--- config.mk ---
export PLATFORM = sky130hd
export DESIGN_NAME = xorshift_decrypt_crc_check
export DESIGN_NICKNAME = d
export VERILOG_FILES = /design/src/hw/rtl/xdcc_pkg.sv /design/src/hw/rtl/xdcc_core.sv /design/src/hw/rtl/xorshift_decrypt_crc_check.sv
export VERILOG_INCLUDE_DIRS = /design/src /design/src/hw/rtl
export SDC_FILE = /design/constraint.sdc
export NUM_CORES = 1
export LEC_CHECK = 0
export ABC_AREA = 0
export BUFFER_PORTS_ARGS = -buffer_cell sky130_fd_sc_hd__buf_2
export CORE_MARGIN = 4
export CORE_UTILIZATION = 58
export CTS_CLUSTER_SIZE = 10
export DETAILED_ROUTE_END_ITERATION = 7
export HOLD_SLACK_MARGIN = 0.08
export PLACE_DENSITY = 0.79
export SYNTH_ARGS = -nofsm -noshare
export SYNTH_HDL_FRONTEND = slang
export SYNTH_SLANG_ARGS = --single-unit
--- constraint.sdc ---
create_clock -name clk -period 7.2 [get_ports clk]
set_clock_uncertainty 0.2 [all_clocks]
set_input_delay 0.72 -clock clk [delete_from_list [all_inputs] [get_ports clk]]
set_output_delay 0.72 -clock clk [all_outputs]
set_load 0.01 [all_outputs]
--- src/hw/rtl/xorshift_decrypt_crc_check_defines.svh ---
// Assertion macros shared by the RTL of the keystream decrypt / CRC check block.
// Depends on nothing; users must have clk and rst_n in scope.
`ifndef XORSHIFT_DECRYPT_CRC_CHECK_DEFINES_SVH
`define XORSHIFT_DECRYPT_CRC_CHECK_DEFINES_SVH

// Condition holds at every edge out of reset.
`define XDCC_ASSERT_ALWAYS(lbl, cond, msg) \
    lbl: assert property (@(posedge clk) disable iff (!rst_n) (cond)) else $error(msg);

// Antecedent implies consequent in the next cycle.
`define XDCC_ASSERT_NEXT(lbl, ante, cons, msg) \
    lbl: assert property (@(posedge clk) disable iff (!rst_n) (ante) |=> (cons)) else $error(msg);

`endif

--- src/hw/rtl/xdcc_pkg.sv ---
// Types, constants and XOR-network functions for the keystream decrypt / CRC check block.
// No dependencies.
package xdcc_pkg;

    localparam logic [31:0] CRC_POLY      = 32'hEDB88320;
    localparam logic [31:0] ALL_ONES      = 32'hFFFFFFFF;
    localparam int          KS_SEED_STEPS = 9;
    localparam int          KS_SHIFT_A    = 13;
    localparam int          KS_SHIFT_B    = 17;
    localparam int          KS_SHIFT_C    = 5;
    localparam int          CFG_IDX_W     = 3;

    typedef enum logic [CFG_IDX_W-1:0] {
        CFG_CIPHER_KEY     = 3'd0,
        CFG_SEED_OFFSET    = 3'd1,
        CFG_DECRYPT_ENABLE = 3'd2,
        CFG_CHECK_ENABLE   = 3'd3,
        CFG_EXPECTED_CRC   = 3'd4
    } cfg_idx_t;

    typedef struct packed {
        logic [7:0] data_byte;
        logic       last_byte;
    } in_item_t;

    typedef struct packed {
        logic [7:0]  plain_byte;
        logic        end_of_buffer;
        logic [31:0] crc_value;
        logic        crc_match;
    } out_item_t;

    typedef struct packed {
        logic [31:0] cipher_key;
        logic [31:0] seed_offset;
        logic        decrypt_enable;
        logic        check_enable;
        logic [31:0] expected_crc;
    } cfg_t;

    function automatic logic [31:0] ks_step(input logic [31:0] w_in);
        logic [31:0] w;
        w = w_in;
        w = w ^ (w << KS_SHIFT_A);
        w = w ^ (w >> KS_SHIFT_B);
        w = w ^ (w << KS_SHIFT_C);
        return w;
    endfunction

    // Nine steps compose into one fixed 32x32 XOR matrix.
    function automatic logic [31:0] ks_seed(input logic [31:0] w_in);
        logic [31:0] w;
        w = w_in;
        for (int k = 0; k < KS_SEED_STEPS; k++)
        begin
            w = ks_step(w);
        end
        return w;
    endfunction

    function automatic logic [31:0] crc_byte(input logic [31:0] c_in, input logic [7:0] b);
        logic [31:0] c;
        c = c_in ^ {24'd0, b};
        for (int k = 0; k < 8; k++)
        begin
            if (c[0])
            begin
                c = (c >> 1) ^ CRC_POLY;
            end
            else
            begin
                c = c >> 1;
            end
        end
        return c;
    endfunction

endpackage

--- src/hw/rtl/xdcc_core.sv ---
// Keystream and CRC state with the per-byte decrypt / CRC update.
// Depends on xdcc_pkg.
module xdcc_core (
    input  logic              clk,
    input  logic              rst_n,
    input  logic              step,
    input  xdcc_pkg::in_item_t  item,
    input  xdcc_pkg::cfg_t      cfg,
    output xdcc_pkg::out_item_t result
);
    import xdcc_pkg::*;

    logic [31:0] ks_word_reg, ks_word_next;
    logic [1:0]  lane_reg, lane_next;
    logic [31:0] crc_reg, crc_next;
    logic        started_reg, started_next;

    logic [31:0] ks_cur;
    logic [1:0]  lane_cur;
    logic [31:0] crc_cur;
    logic [7:0]  key_byte;
    logic [7:0]  plain;
    logic [31:0] crc_fin;

    always_comb
    begin
        if (!started_reg)
        begin
            ks_cur   = ks_seed(cfg.cipher_key ^ cfg.seed_offset);
            lane_cur = 2'd0;
            crc_cur  = ALL_ONES;
        end
        else
        begin
            ks_cur   = ks_word_reg;
            lane_cur = lane_reg;
            crc_cur  = crc_reg;
        end

        key_byte = ks_cur[{lane_cur, 3'b000} +: 8];
        plain    = cfg.decrypt_enable ? (item.data_byte ^ key_byte) : item.data_byte;
        crc_next = crc_byte(crc_cur, plain);
        crc_fin  = ~crc_next;

        lane_next    = lane_cur + 2'd1;
        ks_word_next = (lane_cur == 2'd3) ? ks_step(ks_cur) : ks_cur;
        started_next = !item.last_byte;

        result.plain_byte    = plain;
        result.end_of_buffer = item.last_byte;
        result.crc_value     = item.last_byte ? crc_fin : 32'd0;
        result.crc_match     = item.last_byte
                               && (!cfg.check_enable || (crc_fin == cfg.expected_crc));
    end

    always_ff @(posedge clk or negedge rst_n)
    begin
        if (!rst_n)
        begin
            ks_word_reg <= 32'd0;
            lane_reg    <= 2'd0;
            crc_reg     <= ALL_ONES;
            started_reg <= 1'b0;
        end
        else if (step)
        begin
            ks_word_reg <= ks_word_next;
            lane_reg    <= lane_next;
            crc_reg     <= crc_next;
            started_reg <= started_next;
        end
    end

endmodule

--- src/hw/rtl/xorshift_decrypt_crc_check.sv ---
// An accepted byte's result is registered in out_reg, or in skid_reg if out_reg is held.
// Throughput: one byte per cycle unless in_stall; keystream/CRC-32 step is one XOR network.
// A two-entry output (result register plus skid register) keeps in_stall registered.
// Reset: rst_n async low clears the config, keystream/lane/CRC state and both valid flags.
// Depends on xdcc_pkg, xdcc_core and the defines header.
`include "xorshift_decrypt_crc_check_defines.svh"

module xorshift_decrypt_crc_check (
    input  logic                             clk,
    input  logic                             rst_n,
    input  logic                             in_valid,
    output logic                             in_stall,
    input  xdcc_pkg::in_item_t               in_data,
    output logic                             out_valid,
    input  logic                             out_stall,
    output xdcc_pkg::out_item_t              out_data,
    input  logic                             cfg_valid,
    output logic                             cfg_ready,
    input  logic [xdcc_pkg::CFG_IDX_W-1:0]   cfg_index,
    input  logic [31:0]                      cfg_data
);
    import xdcc_pkg::*;

    cfg_t        cfg_reg;
    out_item_t   result;
    out_item_t   out_reg;
    out_item_t   skid_reg;
    logic        out_valid_reg;
    logic        skid_valid_reg;
    logic        in_acc;
    logic        out_take;

    assign cfg_ready = 1'b1;
    assign in_stall  = skid_valid_reg;
    assign in_acc    = in_valid && !skid_valid_reg;
    assign out_take  = out_valid_reg && !out_stall;
    assign out_valid = out_valid_reg;
    assign out_data  = out_reg;

    always_ff @(posedge clk or negedge rst_n)
    begin
        if (!rst_n)
        begin
            cfg_reg <= '0;
        end
        else if (cfg_valid && cfg_ready)
        begin
            case (cfg_index)
                CFG_CIPHER_KEY:     cfg_reg.cipher_key     <= cfg_data;
                CFG_SEED_OFFSET:    cfg_reg.seed_offset    <= cfg_data;
                CFG_DECRYPT_ENABLE: cfg_reg.decrypt_enable <= cfg_data[0];
                CFG_CHECK_ENABLE:   cfg_reg.check_enable   <= cfg_data[0];
                CFG_EXPECTED_CRC:   cfg_reg.expected_crc   <= cfg_data;
                default:            ;
            endcase
        end
    end

    xdcc_core u_core (
        .clk    (clk),
        .rst_n  (rst_n),
        .step   (in_acc),
        .item   (in_data),
        .cfg    (cfg_reg),
        .result (result)
    );

    always_ff @(posedge clk or negedge rst_n)
    begin
        if (!rst_n)
        begin
            out_valid_reg  <= 1'b0;
            skid_valid_reg <= 1'b0;
        end
        else
        begin
            if (!out_valid_reg || out_take)
            begin
                out_valid_reg  <= skid_valid_reg || in_acc;
                skid_valid_reg <= 1'b0;
            end
            else if (in_acc)
            begin
                skid_valid_reg <= 1'b1;
            end
        end
    end

    always_ff @(posedge clk)
    begin
        if (!out_valid_reg || out_take)
        begin
            out_reg <= skid_valid_reg ? skid_reg : result;
        end
        else if (in_acc)
        begin
            skid_reg <= result;
        end
    end

    `XDCC_ASSERT_ALWAYS(a_skid_needs_out, !skid_valid_reg || out_valid_reg, "skid beat without output beat")
    `XDCC_ASSERT_NEXT(a_held_goes_to_skid, out_valid_reg && out_stall && in_acc, skid_valid_reg, "held output dropped new beat")
    `XDCC_ASSERT_ALWAYS(a_crc_only_at_end, !out_valid_reg || out_reg.end_of_buffer || (out_reg.crc_value == 32'd0 && !out_reg.crc_match), "CRC fields set on non-final beat")
    `XDCC_ASSERT_NEXT(a_accept_fills_out, in_acc, out_valid_reg, "accepted beat not presented")

endmodule
==> results of run 1 <==
-- synthesized netlist by cell type, types with 27 or more instances --
cell and count:
xor2_1 147, mux2_2 142, xnor3_2 28, mux2i_1 27
xnor2_2 34, and2_1 35, edfxtp_1 84, dfrtp_1 135
o21ai_0 86, dfstp_2 32, nor2_1 37, clkbuf_1 45
xnor2_1 378, xnor3_1 158, nand2_1 127, xor3_1 35
-- routing by layer --
metal | share of wire (%) | GRT usage, %
met5 | 0.0088 | 0
met4 | 6.2 | 10.2
met2 | 48 | 51.9
met3 | 9.2 | 6.85
met1 | 37 | 44.0
-- critical path, delay by kind of cell (launching register included) --
| family | cells | cell delay, ps |
|---|---|---|
| xor+xnor | 15 | 4610 |
| buf+inv | 9 | 1430 |
| compound gates | 3 | 790 |
| simple gates | 2 | 630 |
| flops | 1 | 440 |
-- cells by family after synthesis --
group,count (synthesis),synth area share [%]
multiplexers,170,8.52
flip-flops,251,30.4
other,1,0.0169
AO/OA/AOI/OAI,161,4.47
adder cells (fa/ha/maj),1,0.0563
AND/OR/NAND/NOR,245,5.13
XOR/XNOR,817,49.8
buffers and inverters,77,1.65
-- stage by stage --
step / setup TNS, ps / worst slack, ps / cell area, um2 / cells / util (%)
after detailed placement: -11050 / -787 / 26900 / 2722 / 71.2
after global routing: -28130 / -1120 / 30900 / 2929 / 81.8
after CTS: -4190 / -550 / 28800 / 2832 / 76.4
final: -16970 / -1020 / 30900 / 2930 / 81.8
after floorplan: -499 / -250 / 22500 / 1723 / -
after global placement: -7950 / -820 / 26900 / 2722 / 71.2
-- repair_timing --
action,CTS,global route
endpoints found under the hold margin,0,0
gates resized for setup,89,214
setup endpoints to repair,51,79
pin swaps,34,124
buffers inserted,57,107
-- cell type report --
cell class | instances | share of cell area (%)
Sequential cell | 251 | 21.9
Clock buffer | 45 | 2.78
Multi-Input combinational cell | 1395 | 54.9
Antenna cell | 2 | 0.0162
Timing Repair Buffer | 710 | 17.9
Tap cell | 511 | 2.07
Inverter | 8 | 0.0972
Clock inverter | 8 | 0.413
-- how the worst max path moves through the flow --
stage                            start                     to  slack (ps)
2_1_floorplan  cfg_reg[81]$_DFFE_PN0P_  skid_reg[0]$_DFFE_PP_        -250
3_3_place_gp   cfg_reg[43]$_DFFE_PN0P_  skid_reg[0]$_DFFE_PP_        -820
3_5_place_dp   cfg_reg[43]$_DFFE_PN0P_  out_data[0]$_DFFE_PN_        -790
4_1_cts        cfg_reg[82]$_DFFE_PN0P_  out_data[0]$_DFFE_PN_        -550
5_1_grt        cfg_reg[46]$_DFFE_PN0P_  out_data[0]$_DFFE_PN_       -1120
6_report       cfg_reg[82]$_DFFE_PN0P_  out_data[0]$_DFFE_PN_       -1020
==> metrics, run 1 <==
status complete, but fails checks; failing checks negative setup slack; reg2reg end out_data[0]$_DFFE_PN_; crit end category flip-flop; via count 17300; vias in the first global route 16600; Cells after Synth 1723; max-cap viol count 0; # rows 71; crit path max fanout 5; Reg2Reg Setup Slack -1020 ps; CTS tree built; Final Critical Period 8220 ps; Global Route Usage Sum 32.1%; cell area after synthesis 0.0222 mm2; # IOs 94; syn avg cell area 12.9 um2; Critical Path RT 7460 ps; Critical Path AT 8480 ps; Post-DP HPWL 50600 um; wire length per cell 27.2 um; Slew @ Worst Pin 1200 ps; layout cell share with drive strength beyond 1 52.8%; CP startpoint kind flip-flop; post-synthesis register bit count 251; clk buf depth 3; die area 0.0415 mm2; drt drc 0; 1st-iter DRT viols 1865; WHS 61.3 ps; Routed WL 79700 um; # hold bufs at CTS 0; commonest non-fill, non-tap cell in the layout buf_4; ys flop type dfrtp_1; Overflow after GRT 0; Clk pin slew, worst setup/hold paths 60 ps; Die Span Y 204 um; number of flops mapped to enable cells by yosys 84; Hold Path Class in2async; worst r2r path cells 29; Synth area leader xnor3_1; Routed Antenna Nets 0; number of flip-flops in the largest register 98; final worst slack -1020 ps; P&R area growth vs syn 39.1%; Cell variety after synth 76; Syn Nets 1773; slowest CP cell xnor3_2; Final period util 114%; CTS buffer count 31; worst-skew pair later-pin latency 600 ps; most frequent cells in the layout 545 x buf_4, 285 x xnor2_1, 140 x mux2_2; maximum clock rate 122 MHz; CORE AREA 0.0378 mm2; Final Max Tran Viols 0; register area share after synthesis 30.4%; slew margin rel. 20.0%; CTS H-tree lvls 1; Final Hold Viols 0; first-pass GRT wire length 101000 um; Initial Util 58.8%; Die Width 204 um; PortBufs 92; fillcell total 1814; initial antenna violation count 4; largest net degree at the start of global routing 117; Sinks on Clock Net 251; clk root buf clkbuf_16; nets 2447; top cells by area, synth xnor3_1 16%, dfrtp_1 15%, xnor2_1 15%; FFs w/ async S/R, synth 66.5%; Multi-input gate area 0.0169 mm2; Via density 5.91; CP Class reg2reg; TritonRoute pass-1 iters 6; R2R Path Start cfg_reg[82]$_DFFE_PN0P_; Register Area 0.00675 mm2; total number of yosys warnings 0; GP Congestion 0.981; Yosys top cell area share 16.0%; crit-path max cell delay 530 ps; RSZ-0062 raised after global routing true; Setup violations, final 63
Power of run 1 is not shown: default switching activity piles up to over one toggle a cycle in this logic, so the estimate is an artifact.
==> inputs of run 2 (changes only) <==
Settings changed: CORE_UTILIZATION 58 to 64, PLACE_DENSITY 0.79 to 0.82.
Clock period 7.2 ns to 8.1 ns, I/O delays scaled along.
==> run 2 against run 1 <==
  * The flow now finishes without violations
  * Highest routed layer is now met4
  * First-iteration DRC count down 34%
  * Critical path depth down 4
  * Global-route usage down 1.4 points
==> metrics, run 2 (synthesized netlist as in run 1, its figures left out) <==
most frequent cells in the layout 336 x xnor2_1, 183 x buf_4, 142 x mux2_2; Final Critical Period 8030 ps (-190 ps); crit path launch cfg_reg[54]$_DFFE_PN0P_; max-cap viol count 0 (unchanged); CP startpoint kind flip-flop; largest net degree at the start of global routing 107 (-8.5%); slew margin rel. 13.6% (-6.4 points); Final Hold Viols 0 (unchanged); Critical Path AT 8280 ps (-200 ps); Reg2Reg Setup Slack 70 ps (+1090 ps); first-pass GRT wire length 88900 um (-12%); clk root buf clkbuf_16; Post-DP HPWL 45800 um (-9.6%); R2R Path Start cfg_reg[54]$_DFFE_PN0P_; crit path max fanout 4 (-1); crit-path max cell delay 520 ps (about the same); slowest CP cell xnor3_2; Hold Path Class in2async; Die Span Y 194 um (-4.6%); WP buf/inv 5 (-4); Die Width 194 um (-4.6%); Critical Path RT 8350 ps (+890 ps); fillcell total 2071 (+14%); Overflow after GRT 0 (unchanged); layout cell share with drive strength beyond 1 36.4% (-16 points); wire length per cell 24.8 um (-9.0%); # IOs 94 (unchanged); die area 0.0377 mm2 (-9.0%); GP Congestion 0.957 (-2.5%); worst r2r path cells 25 (-14%); Slew @ Worst Pin 1300 ps (+99.1 ps); Routed WL 60400 um (-24%); Final Max Tran Viols 0 (unchanged); commonest non-fill, non-tap cell in the layout xnor2_1; worst-skew pair later-pin latency 590 ps (about the same); PortBufs 92 (unchanged); CP Class reg2reg; P&R area growth vs syn 17.2%; vias in the first global route 14300 (-14%); # rows 67 (-5.6%); family with the most delay on the worst path XOR/XNOR gates; Inserted Diodes 0 (-2); initial antenna violation count 1 (-3); maximum clock rate 125 MHz (+2.4%); CORE AREA 0.0339 mm2 (-10%); 1st-iter DRT viols 1227 (-34%); Via density 5.85 (-1.1%); crit end category flip-flop; nets 2016 (-18%); status finished, final reports clean; Util after Layout 76.9% (-4.9 points); CTS buffer count 30 (-3.2%); via count 14300 (-18%); Setup violations, final 0 (-100%); CTS H-tree lvls 1 (unchanged); Initial Util 65.6% (+6.8 points); clk buf depth 3 (unchanged); reg2reg end skid_reg[0]$_DFFE_PP_; Global Route Usage Sum 30.7% (-1.4 points); Clk pin slew, worst setup/hold paths 60 ps (about the same); number of flip-flops in the largest register 98 (unchanged); TritonRoute pass-1 iters 5 (-1); Final period util 99.2% (-15 points); Sinks on Clock Net 251 (unchanged); CTS tree built; Routed Antenna Nets 0 (unchanged); drt drc 0 (unchanged)
==> run 2: cell count changes in the layout (fill, tap and decap cells not counted), sizes merged <==
cell and change:
inv -1, clkbuf +6, clkinvlp +1, buf -430, bufinv -2, clkinv -1, diode -2
==> run 2: cell type report <==
type                            count  area, um2  area share, %
Multi-Input combinational cell   1395      15800           60.8
Tap cell                          448        561           2.15
Sequential cell                   251       6740           25.9
Inverter                            8       30.0          0.115
Clock inverter                      5       77.6          0.298
Clock buffer                       51        840           3.23
Timing Repair Buffer              280       1940           7.46
==> run 2: how the worst max path moves through the flow <==
stage / cells after the start / endpoint
2_1_floorplan: 22 / out_data[0]$_DFFE_PN_
3_3_place_gp: 23 / out_data[0]$_DFFE_PN_
3_5_place_dp: 23 / out_data[0]$_DFFE_PN_
4_1_cts: 25 / skid_reg[0]$_DFFE_PP_
5_1_grt: 24 / out_data[0]$_DFFE_PN_
6_report: 25 / skid_reg[0]$_DFFE_PP_
==> run 2: routing by layer <==
metal | vias up | GRT usage, % | share of wire, %
met2 | 601 | 48.3 | 47
li1 | 6377 | - | -
met3 | 104 | 5.51 | 7.6
met5 | - | 0 | 0
met1 | 7176 | 44.9 | 42
met4 | 0 | 7.89 | 2.8
==> run 2: per-stage QoR <==
| step | area (um2) | setup WS [ps] | TNS [ps] | instances | hold WS [ps] |
|---|---|---|---|---|---|
| 5_1_grt | 26000 | -104 | -205 | 2438 | 197 |
| 6_report | 26000 | 68.0 | 0 | 2438 | 131 |
| 4_1_cts | 25000 | 7.60 | 0 | 2393 | 179 |
| 2_1_floorplan | 22200 | 223 | 0 | 1723 | 257 |
| 3_5_place_dp | 24000 | -202 | -398 | 2330 | 274 |
| 3_3_place_gp | 24000 | -120 | -236 | 2330 | 268 |
==> run 2: timing repair <==
action / 4_1_cts / 5_1_grt
buffers inserted: 7 / 45
resized for setup: 17 / 111
pin swaps: 3 / 38
setup endpoints to repair: 2 / 7
hold buffers: 0 / 0
==> run 2: worst reg2reg max path, delay by kind of cell, from the launching register on <==
kind	cells	cell delay (ps)
buffers and inverters	5	900
AOI/OAI and AO/OA	3	670
and+or+nand+nor	1	130
muxes	1	180
DFF	1	410
xor gates and xnor gates	15	5380
Power of run 2 is left out for the same reason.
==> inputs of run 3 (changes only) <==
Settings changed: CORE_UTILIZATION 64 to 35, PLACE_DENSITY 0.82 to 0.5.
==> run 3 against run 2 <==
  * Count of clock-buffer cells in the layout is 8 lower
  * Critical path depth is 2 lower
  * Die area grew 79%
==> metrics, run 3 (synthesized netlist as in run 1, its figures left out) <==
number of flip-flops in the largest register 98 (unchanged); PortBufs 92 (unchanged); Register Area 0.00674 mm2 (unchanged); CTS tree built; drt drc 0 (unchanged); Via density 4.79 (-18%); crit path cell chain xor2_1, buf_4, xor3_2, xnor3_1, xnor3_1, xor3_2, xor2_4, xor3_2, buf_12, xnor3_2, xnor2_4, xnor3_2, xnor3_2, xor3_2, a21oi_4, buf_4, xnor2_4, xor2_2, xnor3_4, a2111oi_4, o2111ai_2, o41ai_2, a22o_1; wire length per cell 23.0 um (-7.1%); first-pass GRT wire length 98200 um (+10%); vias in the first global route 14400 (+0.48%); WP buf/inv 3 (-2); Die Span Y 260 um (+34%); Clk pin slew, worst setup/hold paths 70 ps (about the same); Post-Place Cells 2795 (+20%); Slew @ Worst Pin 983 ps (-313 ps); status finished, final reports clean; clk root buf clkbuf_16; Post-DP HPWL 53300 um (+16%); maximum clock rate 126 MHz (+1.6%); nets 2089 (+3.6%); Overflow after GRT 0 (unchanged); most frequent cells in the layout 345 x xnor2_1, 257 x buf_4, 142 x mux2_2; family with the most delay on the worst path XOR/XNOR gates; CTS H-tree lvls 1 (unchanged); CORE AREA 0.0630 mm2 (+86%); # rows 92 (+37%); clk buf depth 3 (unchanged); slew margin rel. 34.4% (+21 points); Final Max Tran Viols 0 (unchanged); crit-path max cell delay 560 ps (+40 ps); CTS buffer count 30 (unchanged); Multi-input gate area 0.0159 mm2 (+0.16%); design area 0.0270 mm2 (+3.8%); largest net degree at the start of global routing 105 (-1.9%); initial antenna violation count 2 (+1); crit end category flip-flop; Routed Antenna Nets 0 (unchanged); dpl cell area 0.0250 mm2 (+4.2%); Die Width 260 um (+34%); Global Route Usage Sum 19.5% (-11 points); Hold Path Class in2async; CP dominant cell by count xor3_2; Critical Path AT 8170 ps (-110 ps); max-cap viol count 0 (unchanged); worst-skew pair later-pin latency 590 ps (about the same); # IOs 94 (unchanged); Finished Layout Cells 2902 (+19%); die area 0.0675 mm2 (+79%); CP startpoint kind flip-flop; Inserted Diodes 0 (unchanged); Final period util 97.6% (-1.5 points); Initial Util 35.3% (-30 points); Setup violations, final 0 (unchanged); slowest CP cell xor3_2; CP Class reg2reg; Final Critical Period 7910 ps (-126 ps); Critical Path RT 8360 ps (about the same); commonest non-fill, non-tap cell in the layout xnor2_1; Sinks on Clock Net 251 (unchanged); via count 13900 (-2.4%); crit path max fanout 7 (+3); P&R area growth vs syn 21.7%; Fin Setup TNS 0 ps (unchanged); fillcell total 5860 (+180%); 1st-iter DRT viols 889 (-28%); layout cell share with drive strength beyond 1 38.3% (+1.8 points); Routed WL 66800 um (+11%); GP Congestion 0.908 (-5.1%); Final Hold Viols 0 (unchanged); TritonRoute pass-1 iters 5 (unchanged)
[run 3: path summary, 6_finish.rpt]
| path | start | end | slack (ps) | cells past startpoint |
|---|---|---|---|---|
| max | cfg_reg[52]$_DFFE_PN0P_ | out_data[0]$_DFFE_PN_ | 190 | 23 |
| min | rst_n | cfg_reg[71]$_DFFE_PN0P_ | 150 | 1 |
| max reg2reg | cfg_reg[52]$_DFFE_PN0P_ | out_data[0]$_DFFE_PN_ | 190 | 23 |
| min reg2reg | u_core.crc_reg[31]$_DFFE_PN1P_ | u_core.crc_reg[31]$_DFFE_PN1P_ | 280 | 2 |
| max in group asynchronous | rst_n | in_stall$_DFFE_PN0P_ | 6060 | 2 |
| min in group clk | u_core.crc_reg[31]$_DFFE_PN1P_ | u_core.crc_reg[31]$_DFFE_PN1P_ | 280 | 2 |
[run 3: metrics by stage]
| step | hold WS (ps) | util (%) | setup slack, ps |
|---|---|---|---|
| after global placement | 273 | 39.7 | -261 |
| after floorplan | 257 | - | 223 |
| after CTS | 201 | 41.2 | 17.0 |
| after detailed placement | 277 | 39.7 | -288 |
| final | 145 | 42.9 | 194 |
| after global routing | 213 | 42.9 | -61.7 |
[run 3: layer usage]
layer	routed length [um]	vias to the layer above	track usage, %	part of all wire (%)
met2	32600	288	33.3	49
met4	1230	0	3.69	1.8
met5	0	-	0	0
met3	2690	66	1.75	4.0
li1	-	6513	-	-
met1	30200	7044	27.5	45
[run 3: final cells by class]
class,instances,area share [%]
well taps,846,3.92
clock inverters,6,0.245
inverters,8,0.111
repair buffers,353,9.14
clock buffers,43,2.96
flip-flops and latches,251,24.9
multi-input cells,1395,58.7
[run 3: what timing repair did]
| action | in CTS | in global routing |
|---|---|---|
| setup endpoints to repair | 4 | 5 |
| hold buffers | 0 | 0 |
| pin swaps | 2 | 71 |
| buffers inserted | 0 | 58 |
| gates resized for setup | 15 | 112 |
Power of run 3 is left out for the same reason.
